[src/design/evad_pkg.sv]
`default_nettype none
package evad_pkg;

   // field widths of the request and response items and the configuration values
   localparam int unsigned SAMPLE_W  = 16;
   localparam int unsigned FORMAT_W  = 2;
   localparam int unsigned ENERGY_W  = 31;
   localparam int unsigned MIN_W     = 13;
   localparam int unsigned HOLD_W    = 24;

   // configuration port
   localparam int unsigned CSR_INDEX_W = 2;
   localparam int unsigned CSR_DATA_W  = 31;

   localparam logic [CSR_INDEX_W-1:0] CSR_ENERGY_LIMIT      = 2'd0;
   localparam logic [CSR_INDEX_W-1:0] CSR_MIN_FRAME_SAMPLES = 2'd1;
   localparam logic [CSR_INDEX_W-1:0] CSR_HOLD_SAMPLES      = 2'd2;

   localparam logic [ENERGY_W-1:0] THRESHOLD_RESET = 31'd10737418;
   localparam logic [MIN_W-1:0]    MIN_FRAME_RESET = 13'd160;
   localparam logic [HOLD_W-1:0]   HOLD_RESET      = 24'd8000;

   // sample format codes
   localparam logic [FORMAT_W-1:0] FMT_S16 = 2'd0;
   localparam logic [FORMAT_W-1:0] FMT_S8  = 2'd1;
   localparam logic [FORMAT_W-1:0] FMT_U8  = 2'd2;

   // magnitude of a Q1.15 sample and its square in unsigned Q1.30
   localparam int unsigned MAG_W = 16;
   localparam int unsigned SQ_W  = 31;

   // saturating sample counter since the last voice frame
   localparam int unsigned SINCE_W = 24;

   // frame summary queue between front and back end
   localparam int unsigned QUEUE_DEPTH = 4;

   localparam int unsigned MAX_FRAME_DEFAULT = 4096;

   typedef enum logic [1:0] {
      ST_IDLE,
      ST_DIVIDE,
      ST_EMIT
   } back_state_type;

endpackage
`default_nettype wire

[src/design/evad_req_if.sv]
`default_nettype none
interface evad_req_if;
   import evad_pkg::*;

   logic                valid;
   logic                ready;
   logic [SAMPLE_W-1:0] sample_bits;
   logic [FORMAT_W-1:0] fmt_code;
   logic                frame_last;

   modport source (
      output valid, sample_bits, fmt_code, frame_last,
      input  ready
   );

   modport sink (
      input  valid, sample_bits, fmt_code, frame_last,
      output ready
   );

endinterface
`default_nettype wire

[src/design/evad_rsp_if.sv]
`default_nettype none
interface evad_rsp_if;
   import evad_pkg::*;

   logic                valid;
   logic                ready;
   logic                speech_on;
   logic [ENERGY_W-1:0] mean_energy;

   modport source (
      output valid, speech_on, mean_energy,
      input  ready
   );

   modport sink (
      input  valid, speech_on, mean_energy,
      output ready
   );

endinterface
`default_nettype wire

[src/design/evad_front.sv]
`default_nettype none
module evad_front #(
   parameter int unsigned MAX_FRAME = evad_pkg::MAX_FRAME_DEFAULT,
   parameter int unsigned CNT_W     = $clog2(MAX_FRAME + 1),
   parameter int unsigned SUM_W     = 30 + $clog2(MAX_FRAME + 1),
   parameter int unsigned LEVEL_W   = $clog2(evad_pkg::QUEUE_DEPTH + 1)
) (
   input  logic                        clock,
   input  logic                        reset,
   evad_req_if.sink                    req_chan,
   input  logic [LEVEL_W-1:0]          queue_level,
   output logic                        push_valid,
   output logic [SUM_W-1:0]            push_sum,
   output logic [CNT_W-1:0]            push_count,
   output logic [evad_pkg::SINCE_W-1:0] push_adv
);
   import evad_pkg::*;

   logic              accept;
   logic              known;
   logic [MAG_W-1:0]  mag;
   logic [7:0]        byte_val;
   logic [7:0]        byte_abs;

   logic              s1_valid_ff;
   logic              s1_known_ff;
   logic              s1_last_ff;
   logic [MAG_W-1:0]  s1_mag_ff;

   logic              s2_valid_ff;
   logic              s2_known_ff;
   logic              s2_last_ff;
   logic [SQ_W-1:0]   s2_sq_ff;
   logic [SQ_W-1:0]   product;

   logic [SUM_W-1:0]   sum_ff, sum_in, sum_next;
   logic [CNT_W-1:0]   count_ff, count_in, count_next;
   logic [SINCE_W-1:0] adv_ff, adv_in, adv_next;
   logic               take;

   // at most three frame ends can be in flight behind this check
   assign req_chan.ready = (queue_level <= LEVEL_W'(QUEUE_DEPTH - 3));
   assign accept         = req_chan.valid & req_chan.ready;

   // normalize the sample to a Q1.15 magnitude
   always_comb begin
      byte_val = (req_chan.fmt_code == FMT_U8) ?
                 {~req_chan.sample_bits[7], req_chan.sample_bits[6:0]} :
                 req_chan.sample_bits[7:0];
      byte_abs = byte_val[7] ? (~byte_val + 8'd1) : byte_val;
      case (req_chan.fmt_code)
         FMT_S16: begin
            known = 1'b1;
            mag   = req_chan.sample_bits[15] ?
                    (~req_chan.sample_bits + 16'd1) : req_chan.sample_bits;
         end
         FMT_S8, FMT_U8: begin
            known = 1'b1;
            mag   = {byte_abs, 8'd0};
         end
         default: begin
            known = 1'b0;
            mag   = '0;
         end
      endcase
   end

   // stage 1: registered magnitude
   always_ff @(posedge clock) begin
      if (reset) begin
         s1_valid_ff <= 1'b0;
      end else begin
         s1_valid_ff <= accept;
      end
      s1_known_ff <= known;
      s1_last_ff  <= req_chan.frame_last;
      s1_mag_ff   <= mag;
   end

   // stage 2: registered square, at most 2^30
   assign product = SQ_W'(32'(s1_mag_ff) * 32'(s1_mag_ff));

   always_ff @(posedge clock) begin
      if (reset) begin
         s2_valid_ff <= 1'b0;
      end else begin
         s2_valid_ff <= s1_valid_ff;
      end
      s2_known_ff <= s1_known_ff;
      s2_last_ff  <= s1_last_ff;
      s2_sq_ff    <= product;
   end

   // stage 3: frame accumulation and hand-off at frame end
   always_comb begin
      take       = s2_known_ff && (count_ff < CNT_W'(MAX_FRAME));
      sum_next   = take ? (sum_ff + SUM_W'(s2_sq_ff)) : sum_ff;
      count_next = take ? (count_ff + CNT_W'(1)) : count_ff;
      adv_next   = (s2_known_ff && (adv_ff != {SINCE_W{1'b1}})) ?
                   (adv_ff + SINCE_W'(1)) : adv_ff;

      push_valid = s2_valid_ff && s2_last_ff && (count_next != '0);
      push_sum   = sum_next;
      push_count = count_next;
      push_adv   = adv_next;

      sum_in   = sum_ff;
      count_in = count_ff;
      adv_in   = adv_ff;
      if (s2_valid_ff) begin
         if (s2_last_ff) begin
            sum_in   = '0;
            count_in = '0;
            adv_in   = '0;
         end else begin
            sum_in   = sum_next;
            count_in = count_next;
            adv_in   = adv_next;
         end
      end
   end

   always_ff @(posedge clock) begin
      if (reset) begin
         sum_ff   <= '0;
         count_ff <= '0;
         adv_ff   <= '0;
      end else begin
         sum_ff   <= sum_in;
         count_ff <= count_in;
         adv_ff   <= adv_in;
      end
   end

endmodule
`default_nettype wire

[src/design/evad_queue.sv]
`default_nettype none
module evad_queue #(
   parameter int unsigned WIDTH   = 80,
   parameter int unsigned LEVEL_W = $clog2(evad_pkg::QUEUE_DEPTH + 1)
) (
   input  logic               clock,
   input  logic               reset,
   input  logic               push,
   input  logic [WIDTH-1:0]   push_data,
   input  logic               pop,
   output logic               pop_valid,
   output logic [WIDTH-1:0]   pop_data,
   output logic [LEVEL_W-1:0] level
);
   import evad_pkg::*;

   localparam int unsigned PTR_W = (QUEUE_DEPTH > 1) ? $clog2(QUEUE_DEPTH) : 1;

   logic [WIDTH-1:0]   entry_ff [QUEUE_DEPTH];
   logic [PTR_W-1:0]   wr_ptr_ff, wr_ptr_in;
   logic [PTR_W-1:0]   rd_ptr_ff, rd_ptr_in;
   logic [LEVEL_W-1:0] level_ff, level_in;
   logic               do_pop;

   assign pop_valid = (level_ff != '0);
   assign pop_data  = entry_ff[rd_ptr_ff];
   assign level     = level_ff;
   assign do_pop    = pop && pop_valid;

   // pointer and fill level update
   always_comb begin
      wr_ptr_in = wr_ptr_ff;
      rd_ptr_in = rd_ptr_ff;
      level_in  = level_ff;
      if (push) begin
         wr_ptr_in = (wr_ptr_ff == PTR_W'(QUEUE_DEPTH - 1)) ? '0 : wr_ptr_ff + PTR_W'(1);
      end
      if (do_pop) begin
         rd_ptr_in = (rd_ptr_ff == PTR_W'(QUEUE_DEPTH - 1)) ? '0 : rd_ptr_ff + PTR_W'(1);
      end
      if (push && !do_pop) begin
         level_in = level_ff + LEVEL_W'(1);
      end else if (!push && do_pop) begin
         level_in = level_ff - LEVEL_W'(1);
      end
   end

   always_ff @(posedge clock) begin
      if (reset) begin
         wr_ptr_ff <= '0;
         rd_ptr_ff <= '0;
         level_ff  <= '0;
      end else begin
         wr_ptr_ff <= wr_ptr_in;
         rd_ptr_ff <= rd_ptr_in;
         level_ff  <= level_in;
      end
   end

   // entry storage
   always_ff @(posedge clock) begin
      if (push) begin
         entry_ff[wr_ptr_ff] <= push_data;
      end
   end

endmodule
`default_nettype wire

[src/design/evad_back.sv]
`default_nettype none
module evad_back #(
   parameter int unsigned MAX_FRAME = evad_pkg::MAX_FRAME_DEFAULT,
   parameter int unsigned CNT_W     = $clog2(MAX_FRAME + 1),
   parameter int unsigned SUM_W     = 30 + $clog2(MAX_FRAME + 1)
) (
   input  logic                          clock,
   input  logic                          reset,
   input  logic                          pop_valid,
   input  logic [SUM_W-1:0]              pop_sum,
   input  logic [CNT_W-1:0]              pop_count,
   input  logic [evad_pkg::SINCE_W-1:0]  pop_adv,
   output logic                          pop,
   input  logic [evad_pkg::ENERGY_W-1:0] energy_limit,
   input  logic [evad_pkg::MIN_W-1:0]    min_frame_samples,
   input  logic [evad_pkg::HOLD_W-1:0]   hold_samples,
   evad_rsp_if.source                    rsp_chan
);
   import evad_pkg::*;

   localparam int unsigned STEP_W = $clog2(SUM_W + 1);
   localparam int unsigned CMP_W  = (CNT_W > MIN_W) ? CNT_W : MIN_W;

   back_state_type state_ff, state_in;

   logic [SUM_W-1:0]    quo_ff, quo_in;
   logic [CNT_W-1:0]    rem_ff, rem_in;
   logic [CNT_W-1:0]    div_ff, div_in;
   logic [SINCE_W-1:0]  adv_ff, adv_in;
   logic [STEP_W-1:0]   step_ff, step_in;
   logic [SINCE_W-1:0]  since_ff, since_in;
   logic                active_ff, active_in;
   logic                out_valid_ff, out_valid_in;
   logic                out_voice_ff, out_voice_in;
   logic [ENERGY_W-1:0] out_energy_ff, out_energy_in;

   logic [CNT_W:0]      rem_shift;
   logic [SINCE_W:0]    since_sum;
   logic [SINCE_W-1:0]  since_sat;
   logic                voice;
   logic                rsp_take;

   assign rsp_chan.valid       = out_valid_ff;
   assign rsp_chan.speech_on   = out_voice_ff;
   assign rsp_chan.mean_energy = out_energy_ff;

   // sequencer: pop a frame, divide one quotient bit a cycle, then decide
   always_comb begin
      state_in      = state_ff;
      quo_in        = quo_ff;
      rem_in        = rem_ff;
      div_in        = div_ff;
      adv_in        = adv_ff;
      step_in       = step_ff;
      since_in      = since_ff;
      active_in     = active_ff;
      out_voice_in  = out_voice_ff;
      out_energy_in = out_energy_ff;
      pop           = 1'b0;

      rsp_take     = out_valid_ff && rsp_chan.ready;
      out_valid_in = out_valid_ff && !rsp_take;

      rem_shift = {rem_ff, quo_ff[SUM_W-1]};
      since_sum = {1'b0, since_ff} + {1'b0, adv_ff};
      since_sat = since_sum[SINCE_W] ? {SINCE_W{1'b1}} : since_sum[SINCE_W-1:0];
      voice     = (quo_ff[ENERGY_W-1:0] > energy_limit) &&
                  (CMP_W'(div_ff) >= CMP_W'(min_frame_samples));

      case (state_ff)
         ST_IDLE: begin
            if (pop_valid) begin
               pop      = 1'b1;
               quo_in   = pop_sum;
               rem_in   = '0;
               div_in   = pop_count;
               adv_in   = pop_adv;
               step_in  = STEP_W'(SUM_W);
               state_in = ST_DIVIDE;
            end
         end
         ST_DIVIDE: begin
            // restoring division step
            if (rem_shift >= {1'b0, div_ff}) begin
               rem_in = CNT_W'(rem_shift - {1'b0, div_ff});
               quo_in = {quo_ff[SUM_W-2:0], 1'b1};
            end else begin
               rem_in = rem_shift[CNT_W-1:0];
               quo_in = {quo_ff[SUM_W-2:0], 1'b0};
            end
            step_in = step_ff - STEP_W'(1);
            if (step_ff == STEP_W'(1)) begin
               state_in = ST_EMIT;
            end
         end
         ST_EMIT: begin
            // activity decision with hangover, result into the output register
            if (!out_valid_ff || rsp_take) begin
               if (voice) begin
                  active_in = 1'b1;
                  since_in  = '0;
               end else begin
                  since_in = since_sat;
                  if (active_ff && (since_sat > hold_samples)) begin
                     active_in = 1'b0;
                  end
               end
               out_valid_in  = 1'b1;
               out_voice_in  = voice ? 1'b1 :
                               (active_ff && !(since_sat > hold_samples));
               out_energy_in = quo_ff[ENERGY_W-1:0];
               state_in      = ST_IDLE;
            end
         end
         default: begin
            state_in = ST_IDLE;
         end
      endcase
   end

   always_ff @(posedge clock) begin
      if (reset) begin
         state_ff <= ST_IDLE;
      end else begin
         state_ff <= state_in;
      end
   end

   // control state
   always_ff @(posedge clock) begin
      if (reset) begin
         since_ff     <= '0;
         active_ff    <= 1'b0;
         out_valid_ff <= 1'b0;
      end else begin
         since_ff     <= since_in;
         active_ff    <= active_in;
         out_valid_ff <= out_valid_in;
      end
   end

   // divider and result payload
   always_ff @(posedge clock) begin
      quo_ff        <= quo_in;
      rem_ff        <= rem_in;
      div_ff        <= div_in;
      adv_ff        <= adv_in;
      step_ff       <= step_in;
      out_voice_ff  <= out_voice_in;
      out_energy_ff <= out_energy_in;
   end

endmodule
`default_nettype wire

[src/design/energy_voice_activity_detector.sv]
// Energy voice activity detector. Audio samples (signed 16-bit, signed 8-bit or
// unsigned 8-bit, format code 3 ignored) enter on req_chan, one per cycle while
// req_chan.ready is high, and are squared and summed per frame in a three-stage
// front end. On the sample marked frame_last a frame summary goes into a
// four-entry queue; the back end divides the sum by the sample count with a
// one-bit-per-cycle divider (30 + clog2(MAX_FRAME+1) steps, 43 for MAX_FRAME
// 4096), applies threshold, minimum frame length and hangover, and raises
// rsp_chan.valid with the result. The back end handles one frame at a time
// (one pop, 43 divide steps, one decision), so short frames can fill the queue
// and req_chan.ready drops until it catches up. Empty frames give no result.
// The user must write registers on the csr_ port only while idle; the block
// itself does not enforce this.
`default_nettype none
module energy_voice_activity_detector #(
   parameter int unsigned MAX_FRAME = evad_pkg::MAX_FRAME_DEFAULT
) (
   input  logic                             clock,
   input  logic                             reset,
   evad_req_if.sink                         req_chan,
   evad_rsp_if.source                       rsp_chan,
   input  logic                             csr_wr_en,
   input  logic [evad_pkg::CSR_INDEX_W-1:0] csr_index,
   input  logic [evad_pkg::CSR_DATA_W-1:0]  csr_wdata
);
   import evad_pkg::*;

   localparam int unsigned CNT_W   = $clog2(MAX_FRAME + 1);
   localparam int unsigned SUM_W   = 30 + $clog2(MAX_FRAME + 1);
   localparam int unsigned ENTRY_W = SUM_W + CNT_W + SINCE_W;
   localparam int unsigned LEVEL_W = $clog2(QUEUE_DEPTH + 1);

   logic [ENERGY_W-1:0] threshold_ff;
   logic [MIN_W-1:0]    min_frame_ff;
   logic [HOLD_W-1:0]   hold_ff;

   logic               push_valid;
   logic [SUM_W-1:0]   push_sum;
   logic [CNT_W-1:0]   push_count;
   logic [SINCE_W-1:0] push_adv;
   logic [LEVEL_W-1:0] queue_level;
   logic               pop;
   logic               pop_valid;
   logic [ENTRY_W-1:0] pop_data;

   // configuration registers
   always_ff @(posedge clock) begin
      if (reset) begin
         threshold_ff <= THRESHOLD_RESET;
         min_frame_ff <= MIN_FRAME_RESET;
         hold_ff      <= HOLD_RESET;
      end else if (csr_wr_en) begin
         case (csr_index)
            CSR_ENERGY_LIMIT:      threshold_ff <= csr_wdata[ENERGY_W-1:0];
            CSR_MIN_FRAME_SAMPLES: min_frame_ff <= csr_wdata[MIN_W-1:0];
            CSR_HOLD_SAMPLES:      hold_ff      <= csr_wdata[HOLD_W-1:0];
            default: begin
            end
         endcase
      end
   end

   // sample intake and frame accumulation
   evad_front #(
      .MAX_FRAME (MAX_FRAME),
      .CNT_W     (CNT_W),
      .SUM_W     (SUM_W),
      .LEVEL_W   (LEVEL_W)
   ) u_front (
      .clock       (clock),
      .reset       (reset),
      .req_chan    (req_chan),
      .queue_level (queue_level),
      .push_valid  (push_valid),
      .push_sum    (push_sum),
      .push_count  (push_count),
      .push_adv    (push_adv)
   );

   // frame summaries waiting for the divider
   evad_queue #(
      .WIDTH   (ENTRY_W),
      .LEVEL_W (LEVEL_W)
   ) u_queue (
      .clock     (clock),
      .reset     (reset),
      .push      (push_valid),
      .push_data ({push_sum, push_count, push_adv}),
      .pop       (pop),
      .pop_valid (pop_valid),
      .pop_data  (pop_data),
      .level     (queue_level)
   );

   // mean-square division and activity decision
   evad_back #(
      .MAX_FRAME (MAX_FRAME),
      .CNT_W     (CNT_W),
      .SUM_W     (SUM_W)
   ) u_back (
      .clock             (clock),
      .reset             (reset),
      .pop_valid         (pop_valid),
      .pop_sum           (pop_data[ENTRY_W-1 -: SUM_W]),
      .pop_count         (pop_data[SINCE_W +: CNT_W]),
      .pop_adv           (pop_data[SINCE_W-1:0]),
      .pop               (pop),
      .energy_limit      (threshold_ff),
      .min_frame_samples (min_frame_ff),
      .hold_samples      (hold_ff),
      .rsp_chan          (rsp_chan)
   );

endmodule
`default_nettype wire
[src/flat_wrapper.sv]
// flat-port wrapper written by rule: the top's interface ports become plain ports
module energy_voice_activity_detector_flat import evad_pkg::*;
#(
   parameter int unsigned MAX_FRAME = evad_pkg::MAX_FRAME_DEFAULT
)
  (clock, reset, csr_wr_en, csr_index, csr_wdata, req_chan_valid, req_chan_sample_bits, req_chan_fmt_code, req_chan_frame_last, req_chan_ready, rsp_chan_valid, rsp_chan_speech_on, rsp_chan_mean_energy, rsp_chan_ready);
  evad_req_if req_chan_i ();
  evad_rsp_if rsp_chan_i ();
  input  logic clock;
  input  logic reset;
  input  logic csr_wr_en;
  input  logic [evad_pkg::CSR_INDEX_W-1:0] csr_index;
  input  logic [evad_pkg::CSR_DATA_W-1:0] csr_wdata;
  input wire logic [$bits(req_chan_i.valid)-1:0] req_chan_valid;
  input wire logic [$bits(req_chan_i.sample_bits)-1:0] req_chan_sample_bits;
  input wire logic [$bits(req_chan_i.fmt_code)-1:0] req_chan_fmt_code;
  input wire logic [$bits(req_chan_i.frame_last)-1:0] req_chan_frame_last;
  output wire logic [$bits(req_chan_i.ready)-1:0] req_chan_ready;
  output wire logic [$bits(rsp_chan_i.valid)-1:0] rsp_chan_valid;
  output wire logic [$bits(rsp_chan_i.speech_on)-1:0] rsp_chan_speech_on;
  output wire logic [$bits(rsp_chan_i.mean_energy)-1:0] rsp_chan_mean_energy;
  input wire logic [$bits(rsp_chan_i.ready)-1:0] rsp_chan_ready;
  assign req_chan_i.valid = req_chan_valid;
  assign req_chan_i.sample_bits = req_chan_sample_bits;
  assign req_chan_i.fmt_code = req_chan_fmt_code;
  assign req_chan_i.frame_last = req_chan_frame_last;
  assign req_chan_ready = req_chan_i.ready;
  assign rsp_chan_valid = rsp_chan_i.valid;
  assign rsp_chan_speech_on = rsp_chan_i.speech_on;
  assign rsp_chan_mean_energy = rsp_chan_i.mean_energy;
  assign rsp_chan_i.ready = rsp_chan_ready;
  energy_voice_activity_detector #(.MAX_FRAME(MAX_FRAME)) u_core (.clock(clock), .reset(reset), .req_chan(req_chan_i), .rsp_chan(rsp_chan_i), .csr_wr_en(csr_wr_en), .csr_index(csr_index), .csr_wdata(csr_wdata));
endmodule
[config.mk]
export PLATFORM = sky130hd
export DESIGN_NAME = energy_voice_activity_detector_flat
export DESIGN_NICKNAME = d
export VERILOG_FILES = /design/src/design/evad_pkg.sv /design/src/design/evad_req_if.sv /design/src/design/evad_rsp_if.sv /design/src/design/evad_front.sv /design/src/design/evad_queue.sv /design/src/design/evad_back.sv /design/src/design/energy_voice_activity_detector.sv /design/src/flat_wrapper.sv
export SDC_FILE = /design/constraint.sdc
export NUM_CORES = 2
export LEC_CHECK = 0
export BUFFER_PORTS_ARGS = -buffer_cell sky130_fd_sc_hd__buf_2
export CORE_ASPECT_RATIO = 0.75
export CORE_UTILIZATION = 40
export DETAILED_ROUTE_END_ITERATION = 8
export GPL_ROUTABILITY_DRIVEN = 0
export PLACE_DENSITY = 0.6
export SYNTH_ARGS = -nofsm -noshare
export SYNTH_HDL_FRONTEND = slang
export SYNTH_SLANG_ARGS = --single-unit
[constraint.sdc]
create_clock -name clock -period 8.2 [get_ports clock]
set_input_delay 0.41 -clock clock [delete_from_list [all_inputs] [get_ports clock]]
set_output_delay 0.41 -clock clock [all_outputs]
set_load 0.01 [all_outputs]
# After elaboration in Yosys (flattened, before gate mapping)
# Memory sizes are Yosys's and may differ from the RTL's. A register that Yosys moved wholly into a read port is not among the register bits.
# Cells that the tools add are included.
totals:
  register_bits: 367
  ram_bits: 320
  output_inout_bits: 34
  word_cells: 140
  n_memories: 1
classes:
  n_addsub: 12
  multipliers: 1
  n_lt_le_gt_ge: 6
  n_eq_ne: 13
  mux: 39
  bitwise: 4
  reduce_logical: 36
memory_table:
  columns: ["name", "depth", "word_bits", "rd", "rd_clocked_by_memory_dff", "write_ports", "line_no", "rtl"]
  rows:
  - ["u_core.u_queue.entry_ff", 4, 80, 1, 1, 1, "evad_queue.sv:19", "logic [WIDTH-1:0] entry_ff [QUEUE_DEPTH];"]
ops:
  columns: ["cell", "count"]
  rows:
  - ["43-bit two-way mux", 3]
  - ["24-bit two-way mux", 4]
  - ["43-bit case mux with 2 select lines", 1]
  - ["13-bit two-way mux", 4]
  - ["43-bit by 31-bit adder with 43-bit output", 1]
  - ["16-bit case mux with 2 select lines", 1]
  - ["31-bit > comparator", 1]
  - ["16-bit by 16-bit multiplier with 31-bit output", 1]
  - ["13-bit case mux with 2 select lines", 1]
  - ["24-bit by 24-bit adder with 25-bit output", 1]
  - ["24-bit by 1-bit adder with 24-bit output (second input constant)", 1]
  - ["24-bit > comparator", 1]
  - ["24-bit != test (second input constant)", 1]
  - ["16-bit by 1-bit adder with 16-bit output (second input constant)", 1]
  - ["16-bit two-way mux", 1]
  - ["8-bit two-way mux", 2]
  - ["16-bit NOT", 1]
  - ["14-bit by 13-bit >= comparator with 1-bit output", 1]
  - ["2-bit two-way mux", 7]
  - ["13-bit by 1-bit adder with 13-bit output (second input constant)", 1]
  - ["13-bit >= comparator", 1]
  - ["13-bit < comparator (second input constant)", 1]
  - ["13-bit nonzero test", 1]
  - ["13-bit subtractor", 1]
  - ["other kinds (29)", 72]

# Logic depth before layout (Yosys ltp)
logic_depth:
  depth_word: 9
  mapped_depth: 25
  mapped_depth_nobuf: 24

# Modules after synthesis
# Synthesis repeated with hierarchy kept, for this count alone.
hier_totals:
  hier_cells: 3454
  hier_area_um2: 39168.8
modules_own_cells:
  columns: ["module", "instances", "cells_per_inst", "area_each_um2"]
  rows:
  - ["evad_front", 1, 1802, 14929.3]
  - ["evad_queue", 1, 461, 12067.8]
  - ["evad_back", 1, 916, 9335.2]
  - ["energy_voice_activity_detector", 1, 275, 2836.5]

# Worst setup path before layout
# No wires, ideal clock.
synth_path:
  path_type: "register to register"
  from: "register u_core.u_front.s1_mag_ff[1]"
  to: "register u_core.u_front.s2_sq_ff[29]"
  arrival_ps: 5948
  required_time_ps: 8128
  slack_ps: 2179
  stages_incl_launch_ff: 22
  path_buffers: 3
  cell_sequence: "dfxtp_1 -> clkbuf_1 -> clkbuf_1 -> nand2_1 -> fa_1 -> inv_1 -> fa_1 -> fa_1 -> fa_1 -> fa_1 -> inv_1 -> fa_1 -> inv_1 -> ha_1 -> and4_1 -> clkbuf_1 -> and4b_1 -> a311oi_1 -> a21oi_1 -> or2_2 -> a21oi_1 -> xnor2_1"
synth_via:
  elab_chain_len: 1
synth_rtl:
  columns: ["item", "line_no", "rtl"]
  rows:
  - ["from (decl)", "evad_front.sv:28", "logic [MAG_W-1:0] s1_mag_ff;"]
  - ["from (signal assigned)", "evad_front.sv:77", "s1_mag_ff <= mag;"]
  - ["16-bit by 16-bit multiplier with 31-bit output", "evad_front.sv:81", "assign product = SQ_W'(32'(s1_mag_ff) * 32'(s1_mag_ff));"]
  - ["named net u_core.u_front.product[29]", "evad_front.sv:34", "logic [SQ_W-1:0] product;"]
  - ["to (signal assigned)", "evad_front.sv:91", "s2_sq_ff <= product;"]
  - ["to (decl)", "evad_front.sv:33", "logic [SQ_W-1:0] s2_sq_ff;"]
# The timed path passes the listed nets, and every way through them passes these cells.
# A chain may end at the register's enable or synchronous reset.

# Worst setup path after layout
layout_path:
  from: "register u_core.u_front.s1_mag_ff[5]"
  to: "register u_core.u_front.s2_sq_ff[24]"
# The elaborated chain is that of the path after synthesis.

==> qor.csv <==
stage,metric,value,unit
outcome,status,finished clean,
setup_path,Required @ worst endpoint,8.76,ns
global_route,vias in the first global route,24600,
yosys,"Seq/Total Area, Yosys",0.480,
setup_path,r2r setup slk,1.61,ns
placed_design,Detailed Place HPWL,63900,um
worst_hold_path,worst hold path cell count,2,
global_route,GRT overflow,0,
floorplan,die area,96600,sq um
yosys,Post-Syn Area,38100,sq um
setup_path,Setup crit end kind,flop,
clock_tree,Post-CTS Setup Inserts,0,
timing,"Setup violations, final",0,
global_route,gr usage total,0.189,
clock_tree,CTS max path bufs,3,
yosys,Mapped Cells,3439,
yosys,"Warnings, synthesis",0,
pwr,LEAKAGE,17.5,nW
setup_path,Worst Setup SP,u_core.u_front.s1_mag_ff[5],
setup_path,Worst path slowest cell,dfxtp_1,
worst_hold_path,Tightest Hold Check Type,in -> reg,
setup_path,R2R Path Start,u_core.u_front.s1_mag_ff[5],
global_route,initial antenna violation count,2,
setup_path,crit-path max cell delay,0.73,ns
setup_path,Reg2Reg Depth,23,
routing,drt pass-1 iters,6,
routing,antenna-violating nets left,0,
timing,"Hold Violations, Final",0,
setup_path,CP Buf/Inv Count,6,
global_route,largest net degree at the start of global routing,63,
timing,Final Cycle Share,0.804,
worst_hold_path,min-delay src,csr_wdata[21],
timing,skew final,0.0376,ns
final_layout,"commonest non-fill, non-tap cell in the layout",nand2_1,
floorplan,std cell rows,97,
final_layout,Inserted Diodes,0,
clock_tree,root buf cell,clkbuf_16,
final_layout,area delta synth->final,11.1,%
setup_path,Critical Path Stages,23,
pwr,Pwr per Cell Area,257,nW/um^2
yosys,Post-synth EDFFs,451,
timing,Worst slew margin,0.170,
clock_tree,Skew-Pair Late Insertion Delay,0.64,ns
pwr,Tot Pwr,0.0109,W
setup_path,Worst Path Max Fanout,17,
global_route,first-pass GRT wire length,142000,um
clock_tree,Clock Sinks,688,
yosys,Synth Area per Inst,11.1,sq um
timing,Tmin final,6.59,ns
routing,Via density,5.25,
placed_design,DP Worst Slack,1.62,ns
final_layout,nets@finish,3980,
routing,drt total wl,90100,um
timing,hold slack,0.0302,ns
clock_tree,CTS tree,done,
final_layout,layout cells sized above 1,0.0976,
job,Max Cap Violations,0,
floorplan,die height,269,um
final_layout,Post-Route Utilization,0.451,
yosys,#FFs+latches synth,688,
timing,Setup TNS Final,0,ns
clock_tree,clk slew on worst S/H paths,0.06,ns
yosys,Netlist cell types,75,
floorplan,Ports,91,
setup_path,Top delay family on crit path,adder cells,
yosys,top_reg_cell synth,edfxtp_1,
routing,initial detailed-routing violation count,2360,
placed_design,PortBufs,90,
clock_tree,cts bufs inserted,72,
routing,vias,25200,
routing,DRC violations left,0,
yosys,synthesized net count,3910,
yosys,"Async S/R FF share, synth",0,
timing,FMAX,0.152,GHz
floorplan,Die X-Extent,358,um
pwr,VDD IR max,0.165,mV
setup_path,crit path DAT,7.15,ns
timing,Final WS setup,1.61,ns
timing,RSZ-0062 raised after global routing,no,
timing,Worst Tran Pin Value,1.23,ns
floorplan,Core ar.,93900,sq um
setup_path,critical path type,reg -> reg,
clock_tree,H-tree depth,3,
routing,post-DR wirelength/cell,18.8,um
setup_path,Worst Setup Start Kind,flop,
final_layout,most frequent cells in the layout,"nand2_1, edfxtp_1, inv_1",
timing,max-slew violation count,0,
setup_path,CP Cell Sequence,and2_1 -> inv_1 -> fa_1 -> inv_1 -> fa_1 -> inv_1 -> fa_1 -> inv_1 -> fa_1 -> fa_1 -> inv_1 -> fa_1 -> inv_1 -> ha_1 -> a21o_1 -> a21o_1 -> a21o_1 -> a21o_1 -> a21oi_1 -> a21boi_0 -> o21bai_1 -> a311o_1 -> xnor2_1,
floorplan,initial core utilization,0.406,
[kinds of logic after synthesis]
kind of cell	synth area share
xor gates and xnor gates	0.0368
adders and majority gates	0.168
DFF	0.480
and+or+nand+nor	0.119
muxes	0.0515
AOI/OAI and AO/OA	0.0950
buffers and inverters	0.0495
[path summary, 6_finish.rpt]
check                                end
max reg2reg  u_core.u_front.s2_sq_ff[24]
max          u_core.u_front.s2_sq_ff[24]
min              u_core.threshold_ff[21]
min reg2reg    u_core.u_front.s2_last_ff
[area by class of cell]
class	count	area (sq um)
fill	8688	51600
tap	1237	1550
clock inverter	35	345
clock buffer	96	2010
timing repair buffer	126	738
sequential	688	18300
multi-input combinational	2249	18000
inverter	372	1400
[sequential cells by signal, indices dropped and copies added (netlist names), 16 cells and up, named ones only]
register                            cells
u_core.u_front.s1_mag_ff               16
u_core.u_back.rsp_chan.mean_energy     31
u_core.hold_ff                         24
u_core.u_front.adv_ff                  24
u_core.u_back.quo_ff                   43
u_core.u_front.s2_sq_ff                30
u_core.u_front.sum_ff                  43
u_core.threshold_ff                    31
u_core.u_back.adv_ff                   24
u_core.u_back.since_ff                 24
u_core.u_queue.entry_ff               320
[stage by stage]
step,instances,instance area (sq um)
2_1_floorplan,3439,38100
3_3_place_gp,4666,39900
3_5_place_dp,4666,39900
4_1_cts,4803,42300
5_1_grt,4803,42300
6_report,4803,42300
[per-layer routing]
layer	global-route usage	part of all wire
met4	0.0458	0.020
met3	0.0340	0.068
met2	0.269	0.41
met5	0.0145	0.0022
met1	0.292	0.50
[Yosys cell counts (all sizes together) (5+ instances only)]
cell type / count / share of area
a211oi: 10 / 0.0020
nand2: 485 / 0.048
nor4: 11 / 0.0018
or4: 7 / 0.0014
a21oi: 165 / 0.022
or3: 16 / 0.0028
and2: 71 / 0.012
a22oi: 42 / 0.0083
a211o: 18 / 0.0041
a31o: 6 / 0.0014
xor2: 56 / 0.013
a21o: 64 / 0.013
clkbuf: 113 / 0.011
and3: 17 / 0.0028
nand4: 26 / 0.0043
nor2: 211 / 0.021
and4: 6 / 0.0014
o21bai: 13 / 0.0026
nor3: 32 / 0.0042
o31a: 5 / 0.0011
nor2b: 26 / 0.0043
or2: 11 / 0.0018
nand2b: 26 / 0.0043
a31oi: 17 / 0.0032
o211ai: 9 / 0.0018
inv: 372 / 0.037
nand3: 47 / 0.0063
edfxtp: 451 / 0.36
nand3b: 8 / 0.0016
dfxtp: 237 / 0.12
mux4: 80 / 0.047
xnor2: 104 / 0.024
buf: 17 / 0.0017
o21a: 17 / 0.0033
o31ai: 15 / 0.0030
ha: 249 / 0.082
fa: 165 / 0.087
o21ai: 142 / 0.019
a22o: 8 / 0.0018
mux2i: 15 / 0.0039
[report_power, final]
part | internal (W) | switching, W | total [W] | leakage, nW
sequential | 0.00426 | 0.000361 | 0.00462 | 6.05
clock | 0.00192 | 0.00138 | 0.00330 | 1.16
combinational | 0.00118 | 0.00176 | 0.00295 | 10.3
total | 0.00736 | 0.00350 | 0.0109 | 17.5
[worst register-to-register path, stage by stage, from the launching register on]
cell	delay [ns]
dfxtp_1	0.73
and2_1	0.28
inv_1	0.07
fa_1	0.50
inv_1	0.06
fa_1	0.50
inv_1	0.05
fa_1	0.47
inv_1	0.05
fa_1	0.50
fa_1	0.54
inv_1	0.05
fa_1	0.52
inv_1	0.04
ha_1	0.36
a21o_1	0.19
a21o_1	0.17
a21o_1	0.19
a21o_1	0.17
a21oi_1	0.23
a21boi_0	0.18
o21bai_1	0.30
a311o_1	0.24
xnor2_1	0.11
[repair_timing]
item                      CTS  global route
resized for setup           0             0
hold buffers                6             0
hold endpoints to repair    6             0
No activity file was read; power rests on OpenSTA's default activity.
